<file path="config.mk">
export PLATFORM = sky130hd
export DESIGN_NAME = battery_level_alarm_monitor_top_flat
export DESIGN_NICKNAME = d
export VERILOG_FILES = /design/src/hdl/bla_pkg.sv /design/src/hdl/bla_stream_if.sv /design/src/hdl/bla_cfg_regs.sv /design/src/hdl/bla_core.sv /design/src/hdl/battery_level_alarm_monitor_top.sv /design/src/flat_wrapper.sv
export SDC_FILE = /design/constraint.sdc
export NUM_CORES = 1
export LEC_CHECK = 0
export BUFFER_PORTS_ARGS = -buffer_cell sky130_fd_sc_hd__buf_2
export CORE_AREA = 2 2 123 185
export CTS_CLUSTER_DIAMETER = 50
export DETAILED_ROUTE_END_ITERATION = 16
export DIE_AREA = 0 0 125 187
export PLACE_DENSITY = 0.71
export REMOVE_ABC_BUFFERS = 1
export SETUP_SLACK_MARGIN = 0.15
export SLEW_MARGIN = 40
export SYNTH_ARGS = -nofsm -noshare
export SYNTH_HDL_FRONTEND = slang
export SYNTH_SLANG_ARGS = --single-unit
</file>
<file path="constraint.sdc">
create_clock -name clk_i -period 4.8 [get_ports clk_i]
set_clock_uncertainty 0.05 [all_clocks]
set_input_delay 0 -clock clk_i [delete_from_list [all_inputs] [get_ports clk_i]]
set_output_delay 0 -clock clk_i [all_outputs]
set_load 0.03 [all_outputs]
</file>
<file path="src/hdl/bla_pkg.sv">
`timescale 1ns / 1ps
// ----------------------------------------------------------------------------
// bla_pkg: shared types and constants of the battery level alarm monitor
// Sample and result word layouts, configuration register map, reset values,
// event codes and the fixed sag and charger thresholds.
// ----------------------------------------------------------------------------
package bla_pkg;

  localparam int unsigned CfgIdxWidth  = 3;
  localparam int unsigned CfgDataWidth = 16;

  typedef enum logic [CfgIdxWidth-1:0] {
    REG_WARNING_LEVEL  = 3'd0,
    REG_ERROR_LEVEL    = 3'd1,
    REG_FATAL_LEVEL    = 3'd2,
    REG_DEAD_LEVEL     = 3'd3,
    REG_CRITICAL_LIMIT = 3'd4,
    REG_SAG_LIMIT      = 3'd5,
    REG_ERROR_LIMIT    = 3'd6,
    REG_WARNING_LIMIT  = 3'd7
  } reg_idx_e;

  typedef enum logic [1:0] {
    EV_NONE    = 2'd0,
    EV_WARNING = 2'd1,
    EV_ERROR   = 2'd2,
    EV_DEAD    = 2'd3
  } event_e;

  localparam logic [15:0] WarningLevelRst  = 16'd3000;
  localparam logic [15:0] ErrorLevelRst    = 16'd2000;
  localparam logic [15:0] FatalLevelRst    = 16'd1000;
  localparam logic [15:0] DeadLevelRst     = 16'd500;
  localparam logic [7:0]  CriticalLimitRst = 8'd10;
  localparam logic [7:0]  SagLimitRst      = 8'd10;
  localparam logic [7:0]  ErrorLimitRst    = 8'd10;
  localparam logic [7:0]  WarningLimitRst  = 8'd10;

  localparam logic [7:0]         DeadStep         = 8'd3;
  localparam logic signed [15:0] SagCurrentPos    = 16'sd1000;
  localparam logic signed [15:0] SagCurrentNeg    = -16'sd1000;
  localparam logic [15:0]        SagVoltage       = 16'd10500;
  localparam logic signed [15:0] ChargerCurrent   = 16'sd1000;

  typedef struct packed {
    logic [15:0]        charge_level;
    logic [15:0]        voltage;
    logic signed [15:0] current;
  } in_word_t;

  typedef struct packed {
    logic [1:0] event_res;
    logic       loads_off;
    logic       power_off;
  } out_word_t;

  typedef struct packed {
    logic [15:0] warning_level;
    logic [15:0] error_level;
    logic [15:0] fatal_level;
    logic [15:0] dead_level;
    logic [7:0]  critical_limit;
    logic [7:0]  sag_limit;
    logic [7:0]  error_limit;
    logic [7:0]  warning_limit;
  } cfg_t;

endpackage

</file>
<file path="src/hdl/bla_stream_if.sv">
`timescale 1ns / 1ps
// ----------------------------------------------------------------------------
// bla_stream_if: valid/ready channel
// Carries one word of the given payload type per handshake.
// ----------------------------------------------------------------------------
interface bla_stream_if #(
  parameter type payload_t = logic
);
  logic     valid;
  logic     ready;
  payload_t data;

  modport source (output valid, output data, input ready);
  modport sink (input valid, input data, output ready);
endinterface

</file>
<file path="src/hdl/bla_cfg_regs.sv">
`timescale 1ns / 1ps
// ----------------------------------------------------------------------------
// bla_cfg_regs: configuration register file
// Write-only band levels and counter limits, loaded by index.
// ----------------------------------------------------------------------------
module bla_cfg_regs (
  input  logic                               clk_i,
  input  logic                               rst_ni,
  input  logic                               we_i,
  input  logic [bla_pkg::CfgIdxWidth-1:0]    idx_i,
  input  logic [bla_pkg::CfgDataWidth-1:0]   data_i,
  output bla_pkg::cfg_t                      cfg_o
);

  bla_pkg::cfg_t cfg_q;
  bla_pkg::cfg_t cfg_d;

  always_comb begin
    cfg_d = cfg_q;
    if (we_i) begin
      case (bla_pkg::reg_idx_e'(idx_i))
        bla_pkg::REG_WARNING_LEVEL:  cfg_d.warning_level  = data_i;
        bla_pkg::REG_ERROR_LEVEL:    cfg_d.error_level    = data_i;
        bla_pkg::REG_FATAL_LEVEL:    cfg_d.fatal_level    = data_i;
        bla_pkg::REG_DEAD_LEVEL:     cfg_d.dead_level     = data_i;
        bla_pkg::REG_CRITICAL_LIMIT: cfg_d.critical_limit = data_i[7:0];
        bla_pkg::REG_SAG_LIMIT:      cfg_d.sag_limit      = data_i[7:0];
        bla_pkg::REG_ERROR_LIMIT:    cfg_d.error_limit    = data_i[7:0];
        bla_pkg::REG_WARNING_LIMIT:  cfg_d.warning_limit  = data_i[7:0];
        default:                     cfg_d = cfg_q;
      endcase
    end
  end

  always_ff @(posedge clk_i or negedge rst_ni) begin
    if (!rst_ni) begin
      cfg_q.warning_level  <= bla_pkg::WarningLevelRst;
      cfg_q.error_level    <= bla_pkg::ErrorLevelRst;
      cfg_q.fatal_level    <= bla_pkg::FatalLevelRst;
      cfg_q.dead_level     <= bla_pkg::DeadLevelRst;
      cfg_q.critical_limit <= bla_pkg::CriticalLimitRst;
      cfg_q.sag_limit      <= bla_pkg::SagLimitRst;
      cfg_q.error_limit    <= bla_pkg::ErrorLimitRst;
      cfg_q.warning_limit  <= bla_pkg::WarningLimitRst;
    end else begin
      cfg_q <= cfg_d;
    end
  end

  assign cfg_o = cfg_q;

endmodule

</file>
<file path="src/hdl/bla_core.sv">
`timescale 1ns / 1ps
// ----------------------------------------------------------------------------
// bla_core: band sorting, alarm counters and decision
// Steps the four counters for one sample and forms the event word.
// ----------------------------------------------------------------------------
module bla_core (
  input  logic                clk_i,
  input  logic                rst_ni,
  input  logic                adv_i,
  input  bla_pkg::in_word_t   word_i,
  input  bla_pkg::cfg_t       cfg_i,
  output bla_pkg::out_word_t  res_o
);

  logic [7:0] crit_q, crit_d;
  logic [7:0] err_q, err_d;
  logic [7:0] warn_q, warn_d;
  logic [7:0] sag_q, sag_d;

  logic [7:0] crit_s, err_s, warn_s, sag_s;
  logic       sag_hit;

  always_comb begin
    crit_s = crit_q;
    err_s  = err_q;
    warn_s = warn_q;
    if (word_i.charge_level < cfg_i.dead_level) begin
      crit_s = crit_q + bla_pkg::DeadStep;
    end else if (word_i.charge_level < cfg_i.fatal_level) begin
      crit_s = crit_q + 8'd1;
    end else if (word_i.charge_level < cfg_i.error_level) begin
      err_s = err_q + 8'd1;
    end else if (word_i.charge_level < cfg_i.warning_level) begin
      warn_s = warn_q + 8'd1;
    end

    sag_hit = ((word_i.current > bla_pkg::SagCurrentPos) ||
               (word_i.current < bla_pkg::SagCurrentNeg)) &&
              (word_i.voltage < bla_pkg::SagVoltage);
    sag_s = sag_hit ? sag_q + 8'd1 : sag_q;

    crit_d = crit_s;
    err_d  = err_s;
    warn_d = warn_s;
    sag_d  = sag_s;
    res_o.event_res = bla_pkg::EV_NONE;
    res_o.loads_off = 1'b0;
    res_o.power_off = 1'b0;

    if ((crit_s > cfg_i.critical_limit) || (sag_s > cfg_i.sag_limit)) begin
      crit_d = 8'd0;
      sag_d  = 8'd0;
      // charger present: critical and sag counters cleared, nothing reported
      if (!(word_i.current > bla_pkg::ChargerCurrent)) begin
        res_o.event_res = bla_pkg::EV_DEAD;
        res_o.loads_off = 1'b1;
        res_o.power_off = 1'b1;
      end
    end else if (err_s > cfg_i.error_limit) begin
      err_d = 8'd0;
      res_o.event_res = bla_pkg::EV_ERROR;
      res_o.loads_off = 1'b1;
    end else if (warn_s > cfg_i.warning_limit) begin
      warn_d = 8'd0;
      res_o.event_res = bla_pkg::EV_WARNING;
    end
  end

  always_ff @(posedge clk_i or negedge rst_ni) begin
    if (!rst_ni) begin
      crit_q <= 8'd0;
      err_q  <= 8'd0;
      warn_q <= 8'd0;
      sag_q  <= 8'd0;
    end else if (adv_i) begin
      crit_q <= crit_d;
      err_q  <= err_d;
      warn_q <= warn_d;
      sag_q  <= sag_d;
    end
  end

endmodule

</file>
<file path="src/hdl/battery_level_alarm_monitor_top.sv">
`timescale 1ns / 1ps
// ----------------------------------------------------------------------------
// battery_level_alarm_monitor_top: battery charge and sag alarm monitor
//
//   channel  dir  payload                            handshake
//   in_i     in   charge_level, voltage, current     valid/ready
//   out_o    out  event_res, loads_off, power_off    valid/ready
//   cfg      in   cfg_idx_i, cfg_data_i              cfg_we_i
//
// One word per cycle sustained while out_o is ready; a result reaches out_o
// through the input register, then the result register.
// The counter update and decision are combinational between those registers.
// A stalled result holds; the input register still takes one more word.
// Reset clears counters and valids and restores the default levels.
// ----------------------------------------------------------------------------
module battery_level_alarm_monitor_top (
  input  logic                             clk_i,
  input  logic                             rst_ni,
  input  logic                             cfg_we_i,
  input  logic [bla_pkg::CfgIdxWidth-1:0]  cfg_idx_i,
  input  logic [bla_pkg::CfgDataWidth-1:0] cfg_data_i,
  bla_stream_if.sink                       in_i,
  bla_stream_if.source                     out_o
);

  bla_pkg::cfg_t      cfg;
  bla_pkg::in_word_t  in_q;
  bla_pkg::out_word_t res;
  bla_pkg::out_word_t out_q;
  logic               in_vld_q;
  logic               out_vld_q;
  logic               adv;

  bla_cfg_regs u_cfg (
    .clk_i  (clk_i),
    .rst_ni (rst_ni),
    .we_i   (cfg_we_i),
    .idx_i  (cfg_idx_i),
    .data_i (cfg_data_i),
    .cfg_o  (cfg)
  );

  bla_core u_core (
    .clk_i  (clk_i),
    .rst_ni (rst_ni),
    .adv_i  (adv),
    .word_i (in_q),
    .cfg_i  (cfg),
    .res_o  (res)
  );

  assign adv         = in_vld_q && (!out_vld_q || out_o.ready);
  assign in_i.ready  = !in_vld_q || adv;
  assign out_o.valid = out_vld_q;
  assign out_o.data  = out_q;

  always_ff @(posedge clk_i or negedge rst_ni) begin
    if (!rst_ni) begin
      in_vld_q  <= 1'b0;
      out_vld_q <= 1'b0;
    end else begin
      if (in_i.ready) begin
        in_vld_q <= in_i.valid;
      end
      if (!out_vld_q || out_o.ready) begin
        out_vld_q <= in_vld_q;
      end
    end
  end

  always_ff @(posedge clk_i) begin
    if (in_i.valid && in_i.ready) begin
      in_q <= in_i.data;
    end
    if (adv) begin
      out_q <= res;
    end
  end

  a_pwr_loads : assert property (@(posedge clk_i) disable iff (!rst_ni)
    out_vld_q |-> (!out_q.power_off || out_q.loads_off))
    else $error("power-off without loads off");

  a_dead_pwr : assert property (@(posedge clk_i) disable iff (!rst_ni)
    out_vld_q |-> (out_q.power_off == (out_q.event_res == bla_pkg::EV_DEAD)))
    else $error("power-off and dead event disagree");

  a_hold_in : assert property (@(posedge clk_i) disable iff (!rst_ni)
    (in_vld_q && !adv) |=> (in_vld_q && $stable(in_q)))
    else $error("pending sample lost");

  a_hold_out : assert property (@(posedge clk_i) disable iff (!rst_ni)
    (out_vld_q && !out_o.ready) |=> !in_i.ready || !in_vld_q || $stable(out_q))
    else $error("stalled result overwritten");

endmodule

</file>
<file path="src/flat_wrapper.sv">
// flat-port wrapper written by rule: the top's interface ports become plain ports
module battery_level_alarm_monitor_top_flat 
  (clk_i, rst_ni, cfg_we_i, cfg_idx_i, cfg_data_i, in_i_valid, in_i_data, in_i_ready, out_o_valid, out_o_data, out_o_ready);
  bla_stream_if #(.payload_t(bla_pkg::in_word_t)) in_i_i ();
  bla_stream_if #(.payload_t(bla_pkg::out_word_t)) out_o_i ();
  input  logic clk_i;
  input  logic rst_ni;
  input  logic cfg_we_i;
  input  logic [bla_pkg::CfgIdxWidth-1:0] cfg_idx_i;
  input  logic [bla_pkg::CfgDataWidth-1:0] cfg_data_i;
  input wire logic [$bits(in_i_i.valid)-1:0] in_i_valid;
  input wire logic [$bits(in_i_i.data)-1:0] in_i_data;
  output wire logic [$bits(in_i_i.ready)-1:0] in_i_ready;
  output wire logic [$bits(out_o_i.valid)-1:0] out_o_valid;
  output wire logic [$bits(out_o_i.data)-1:0] out_o_data;
  input wire logic [$bits(out_o_i.ready)-1:0] out_o_ready;
  assign in_i_i.valid = in_i_valid;
  assign in_i_i.data = in_i_data;
  assign in_i_ready = in_i_i.ready;
  assign out_o_valid = out_o_i.valid;
  assign out_o_data = out_o_i.data;
  assign out_o_i.ready = out_o_ready;
  battery_level_alarm_monitor_top u_core (.clk_i(clk_i), .rst_ni(rst_ni), .cfg_we_i(cfg_we_i), .cfg_idx_i(cfg_idx_i), .cfg_data_i(cfg_data_i), .in_i(in_i_i), .out_o(out_o_i));
endmodule
</file>
-- Word level (Yosys, flattened, before mapping)
Cells that the tools add are included.
- logic and storage cells: 83
- output and inout bits: 6
- register bits after elaboration: 182
- order comparisons: 11
- equal/unequal tests: 7
- reductions and logical operators: 18
- multiplexer cells: 22
- add/sub/neg operators: 5
- operators with widths (kind ; count):
    two-way mux 8 bit ; 17
    < comparator 16 bit ; 4
    adder 8 x 1 -> 8 bit, second input constant ; 4
    greater-than comparator 8 bit ; 4
    greater-than comparator 16 x 11 -> 1 bit, second input constant ; 1
    < comparator 16 x 11 -> 1 bit, second input constant ; 1
    < comparator 16 x 14 -> 1 bit, second input constant ; 1
    AND reduction 2 bit ; 8
    == test 3 bit, second input constant ; 4
    adder 8 x 2 -> 8 bit, second input constant ; 1
    == test 3 x 2 -> 1 bit, second input constant ; 2
    logical OR 1 bit ; 4
    two-way mux 4 bit ; 1
    == test 3 x 1 -> 1 bit, second input constant ; 1
    logical AND 1 bit ; 3
    logical NOT 3 bit ; 1
    two-way mux 3 bit ; 1
    logical NOT 1 bit ; 2
    two-way mux 1 bit ; 2
    two-way mux 2 bit ; 1

-- Logic depth before layout (Yosys ltp)
- depth in word-level cells: 9
- depth in mapped cells: 20
- gate-level depth less buffers: 19

-- Hierarchy
From an unflattened synthesis, not the netlist that was laid out.
- cell total of the unflattened synthesis: 860
- area, all modules: 10098.4 um2
- modules (own cells, without submodules) (module ; area an instance (um2) ; times used ; cells each):
    bla_core ; 4693.3 ; 1 ; 589
    bla_cfg_regs ; 3739.8 ; 1 ; 211
    battery_level_alarm_monitor_top ; 1665.3 ; 1 ; 60

-- Worst setup path after synthesis
OpenSTA, ideal clock, no wires.
- path type: reg-to-reg
- from: register u_core.u_cfg.cfg_q, in the netlist u_core.u_cfg.cfg_o[37]
- to: register u_core.u_core.warn_q[3]
- clock period less this slack: 4302 ps
- arrival: 4125 ps
- data required time: 4624 ps
- slack: 498 ps
- path buffers: 1
- cell stages (with the launch flop): 19
- cells stage by stage: dfstp_2 inv_1 ha_1 a21o_1 a21o_1 a221o_1 a21o_1 and2_1 a21oi_2 or2_1 xnor2_1 ha_1 nand4_1 o21ai_0 o311a_1 clkbuf_1 a21oi_1 and4b_1 a311o_1
- word-level cells in the longest chain between the ends: 6
- elaborated cells on any way between the ends: 11
- classes of those cells: order compare: 4; mux: 6; reduce/logical: 1
- ends and longest elaborated chain (item ; line ; text):
    start, declared ; bla_cfg_regs.sv:15 ; bla_pkg::cfg_t cfg_q;
    start signal, assigned ; bla_cfg_regs.sv:46 ; cfg_q <= cfg_d;
    < comparator 16 bit * ; bla_core.sv:27 ; if (word_i.charge_level < cfg_i.dead_level) begin
    two-way mux 8 bit ; bla_core.sv:27 ;
    greater-than comparator 8 bit ; bla_core.sv:63 ; end else if (warn_s > cfg_i.warning_limit) begin
    two-way mux 8 bit ; bla_core.sv:63 ;
    two-way mux 8 bit ; bla_core.sv:59 ; end else if (err_s > cfg_i.error_limit) begin
    two-way mux 8 bit * ; bla_core.sv:50 ; if ((crit_s > cfg_i.critical_limit) || (sag_s > cfg_i.sag_limit)) begin
    end signal, assigned ; bla_core.sv:78 ; warn_q <= warn_d;
    end, declared ; bla_core.sv:17 ; logic [7:0] warn_q, warn_d;
Every way passes the cells marked *; elsewhere a longest branch is shown, timed or not.
A chain may end at the register's enable or synchronous reset.

-- Worst setup path in the final report
- from: register u_core.u_cfg.cfg_q, in the netlist u_core.u_cfg.cfg_o[37]
- to: register u_core.u_core.crit_q[4]
- word-level cells in the longest chain between the ends: 5
- ends and longest elaborated chain (item ; line ; text):
    < comparator 16 bit * ; bla_core.sv:27 ;
    two-way mux 8 bit * ; bla_core.sv:27 ;
    greater-than comparator 8 bit ; bla_core.sv:50 ;
    logical OR 1 bit ; bla_core.sv:50 ;
    two-way mux 8 bit * ; bla_core.sv:50 ;
    end signal, assigned ; bla_core.sv:76 ; crit_q <= crit_d;
    end, declared ; bla_core.sv:15 ; logic [7:0] crit_q, crit_d;
Marks and branches as above.

==> results.sh <==
export IMPL_synth_area_mm2=0.00971
export IMPL_rows=67
export IMPL_num_nets_final=1247
export IMPL_clockBufferDepth=2
export IMPL_die_area_mm2=0.0234
export IMPL_maxSlewHeadroom_pct=53.2
export IMPL_routed_via_density=5.37
export IMPL_cts_htree_levels=4
export IMPL_async_flop_share_pct=72.6
export IMPL_ys_warn_count=0
export IMPL_r2r_slack_ns=0.34
export IMPL_cap_viol_max_count=0
export IMPL_overflow=0
export IMPL_drive_gt1_share_pct=21.9
export IMPL_hold_violations=0
export IMPL_wl_per_cell_um=16.3
export IMPL_start_util_pct=44.2
export IMPL_status="complete, no violations"
export IMPL_synthTopCellsByArea="dfrtp_1, edfxtp_1, ha_1, dfstp_2, mux2_2"
export IMPL_ys_types=67
export IMPL_crit_type="reg2reg"
export IMPL_ys_seq_area_share_pct=49.1
export IMPL_synthCells=916
export IMPL_synthFlopType="dfrtp_1"
export IMPL_worst_slack_ns=0.345
export IMPL_fillerInstances=1897
export IMPL_syn_to_final_growth_pct=22.4
export IMPL_drt_total_wl_um=22300
export IMPL_multi_input_area_mm2=0.00450
export IMPL_whs_ns=0.0996
export IMPL_first_pass_iters=4
export IMPL_crit_fanout=5
export IMPL_worst_setup_path_end_kind="flip-flop"
export IMPL_rsz0062_at_grt="true"
export IMPL_dpl_hpwl_um=15800
export IMPL_max_freq_ghz=0.224
export IMPL_grt_pass1_wl_um=37100
export IMPL_synthTopCellsByCount="inv_1, dfrtp_1, ha_1"
export IMPL_fp_dieH_um=187
export IMPL_worstPathArrival_ns=4.72
export IMPL_min_period_ns=4.46
export IMPL_p_per_area_mw_per_mm2=433
export IMPL_grt_pass1_vias=7588
export IMPL_synth_most_common_cell="inv_1"
export IMPL_clock_sinks=179
export IMPL_fin_cells=1367
export IMPL_yosys_area_top_type_share_pct=25.0
export IMPL_clk_insertion_delay_late_ns=0.43
export IMPL_grt_use_total_pct=19.7
export IMPL_ir_drop_uv=267
export IMPL_worst_pin_slew_ns=0.702
export IMPL_dpl_worst_slack_ns=0.193
export IMPL_synth_edf_count=49
export IMPL_synth_top_area_cell="dfrtp_1"
export IMPL_gp_congestion=0.845
export IMPL_cts_clk_slew_worst_paths_ns=0.07
export IMPL_cts_root_buf="clkbuf_16"
export IMPL_drc=0
export IMPL_detail_route_iter0_violations=325
export IMPL_insertedDiodeCount=0
export IMPL_pin_count=78
export IMPL_synth_seq_cells=179
export IMPL_cts_tree="done"
export IMPL_setup_viol=0
export IMPL_slew_violations=0
export IMPL_core_mm2=0.0220
export IMPL_p_leak_nw=5.26
export IMPL_vias=7339
export IMPL_detail_route_antenna_nets=0
export IMPL_min_period_over_period_pct=92.8
export IMPL_hold_path_class="in2async"
export IMPL_tns_ns=0
export IMPL_dp_cells=1267
export IMPL_critPathLaunchType="flip-flop"
export IMPL_final_core_util_pct=54.1
export IMPL_seq_area_mm2=0.00477
export IMPL_die_w_um=125
export IMPL_syn_area_per_cell_um2=10.6
export IMPL_grt_max_degree=55
export IMPL_antenna_found_initial=0
export IMPL_cts_made_buffers=17
export IMPL_critical_path_required_ns=5.07
export IMPL_port_buffer_count=75
## state kept, by name, indices dropped and copies added, names as in the netlist
name	count
u_core.out_o.valid	1
u_core.u_core.warn_q	8
u_core.in_vld_q	1
u_core.in_q	46
u_core.out_o.data	3
u_core.u_core.sag_q	8
u_core.u_core.err_q	8
u_core.u_core.crit_q	8
u_core.u_cfg.cfg_o	96
## final cells by class
class | count | share of cell area, %
flip-flops and latches | 179 | 40.1
multi-input cells | 599 | 37.9
repair buffers | 172 | 10.7
clock buffers | 18 | 3.61
inverters | 109 | 3.44
well taps | 276 | 2.91
clock inverters | 14 | 1.36
## what timing repair did
action / 4_1_cts / 5_1_grt
endpoints found under the hold margin: 183 / 0
setup buffers: 0 / 2
resized for setup: 0 / 15
hold buffers: 66 / 0
endpoints found under the setup margin: 0 / 33
## routing by layer
| layer | wire length, um | vias up | global-route usage [%] | share of wire, % |
|---|---|---|---|---|
| met1 | 9070 | 3594 | 22.9 | 41 |
| met2 | 12100 | 133 | 36.7 | 54 |
| met3 | 641 | 29 | 2.80 | 2.9 |
| li1 | - | 3583 | - | - |
| met5 | 0 | - | 0 | 0 |
| met4 | 433 | 0 | 7.05 | 1.9 |
## kinds of logic (layout without fill, tap and decap cells)
| family | after synthesis | count (layout) | synth area share [%] |
|---|---|---|---|
| adder cells (fa/ha/maj) | 97 | 97 | 12.5 |
| flip-flops | 179 | 179 | 49.1 |
| buffers and inverters | 138 | 313 | 5.40 |
| AND/OR/NAND/NOR | 214 | 214 | 11.3 |
| AO/OA/AOI/OAI | 214 | 214 | 13.8 |
| multiplexers | 46 | 46 | 5.32 |
| XOR/XNOR | 28 | 28 | 2.53 |
## layout by cell type (no fill, tap or decap), drive strengths merged, types with 5 or more instances in the layout
master	n
clkinv	6
o21a	7
nand2	93
a21o	9
o31ai	11
buf	106
nor3	7
inv	110
a31oi	5
and2	9
and3	8
dfstp	33
clkbuf	18
nand4b	6
a21oi	45
dfrtp	97
nor3b	6
nand3	15
xnor2	25
nand4	27
dlygate4sd3	66
o211ai	13
edfxtp	49
ha	97
nand2b	8
mux2	45
nor2	15
o21ai	91
## per-stage QoR
stage	power, mW	area (um2)
finish	5.15	11900
global route	5.49	11900
CTS	5.12	11800
detailed placement	3.66	10600
global placement	3.59	10500
floorplan	3.11	9590
## final timing paths
check                                       startpoint                 endpoint  cells after the start
worst max-delay path            u_core.u_cfg.cfg_o[37]  u_core.u_core.crit_q[4]                     17
worst min-delay path                            rst_ni   u_core.u_core.sag_q[4]                      2
worst max register to register  u_core.u_cfg.cfg_o[37]  u_core.u_core.crit_q[4]                     17
worst min register to register         u_core.in_vld_q       u_core.out_o.valid                      1
max in group asynchronous                       rst_ni   u_core.u_cfg.cfg_o[66]                      3
min in group clk_i                        cfg_idx_i[2]   u_core.u_cfg.cfg_o[27]                      6
## critical path, stage by stage (launching register included)
cell      delay (ns)
dfstp_2         0.53
inv_1           0.04
ha_1            0.28
a21o_1          0.18
a21o_1          0.17
a221o_1         0.41
a21o_1          0.25
and2_2          0.21
a21oi_4         0.21
or2_1           0.16
xnor2_1         0.07
ha_1            0.29
nand4_1         0.27
o21ai_2         0.27
o311a_4         0.27
nand2_1         0.14
or4_1           0.45
o311ai_0        0.09
## report_power, final
group | leakage (nW) | internal (mW) | switching, mW
logic | 2.97 | 0.747 | 0.908
registers | 2.01 | 1.90 | 0.183
clock network | 0.276 | 0.816 | 0.595
total | 5.26 | 3.46 | 1.69
Power figures use the tool's default switching activity.
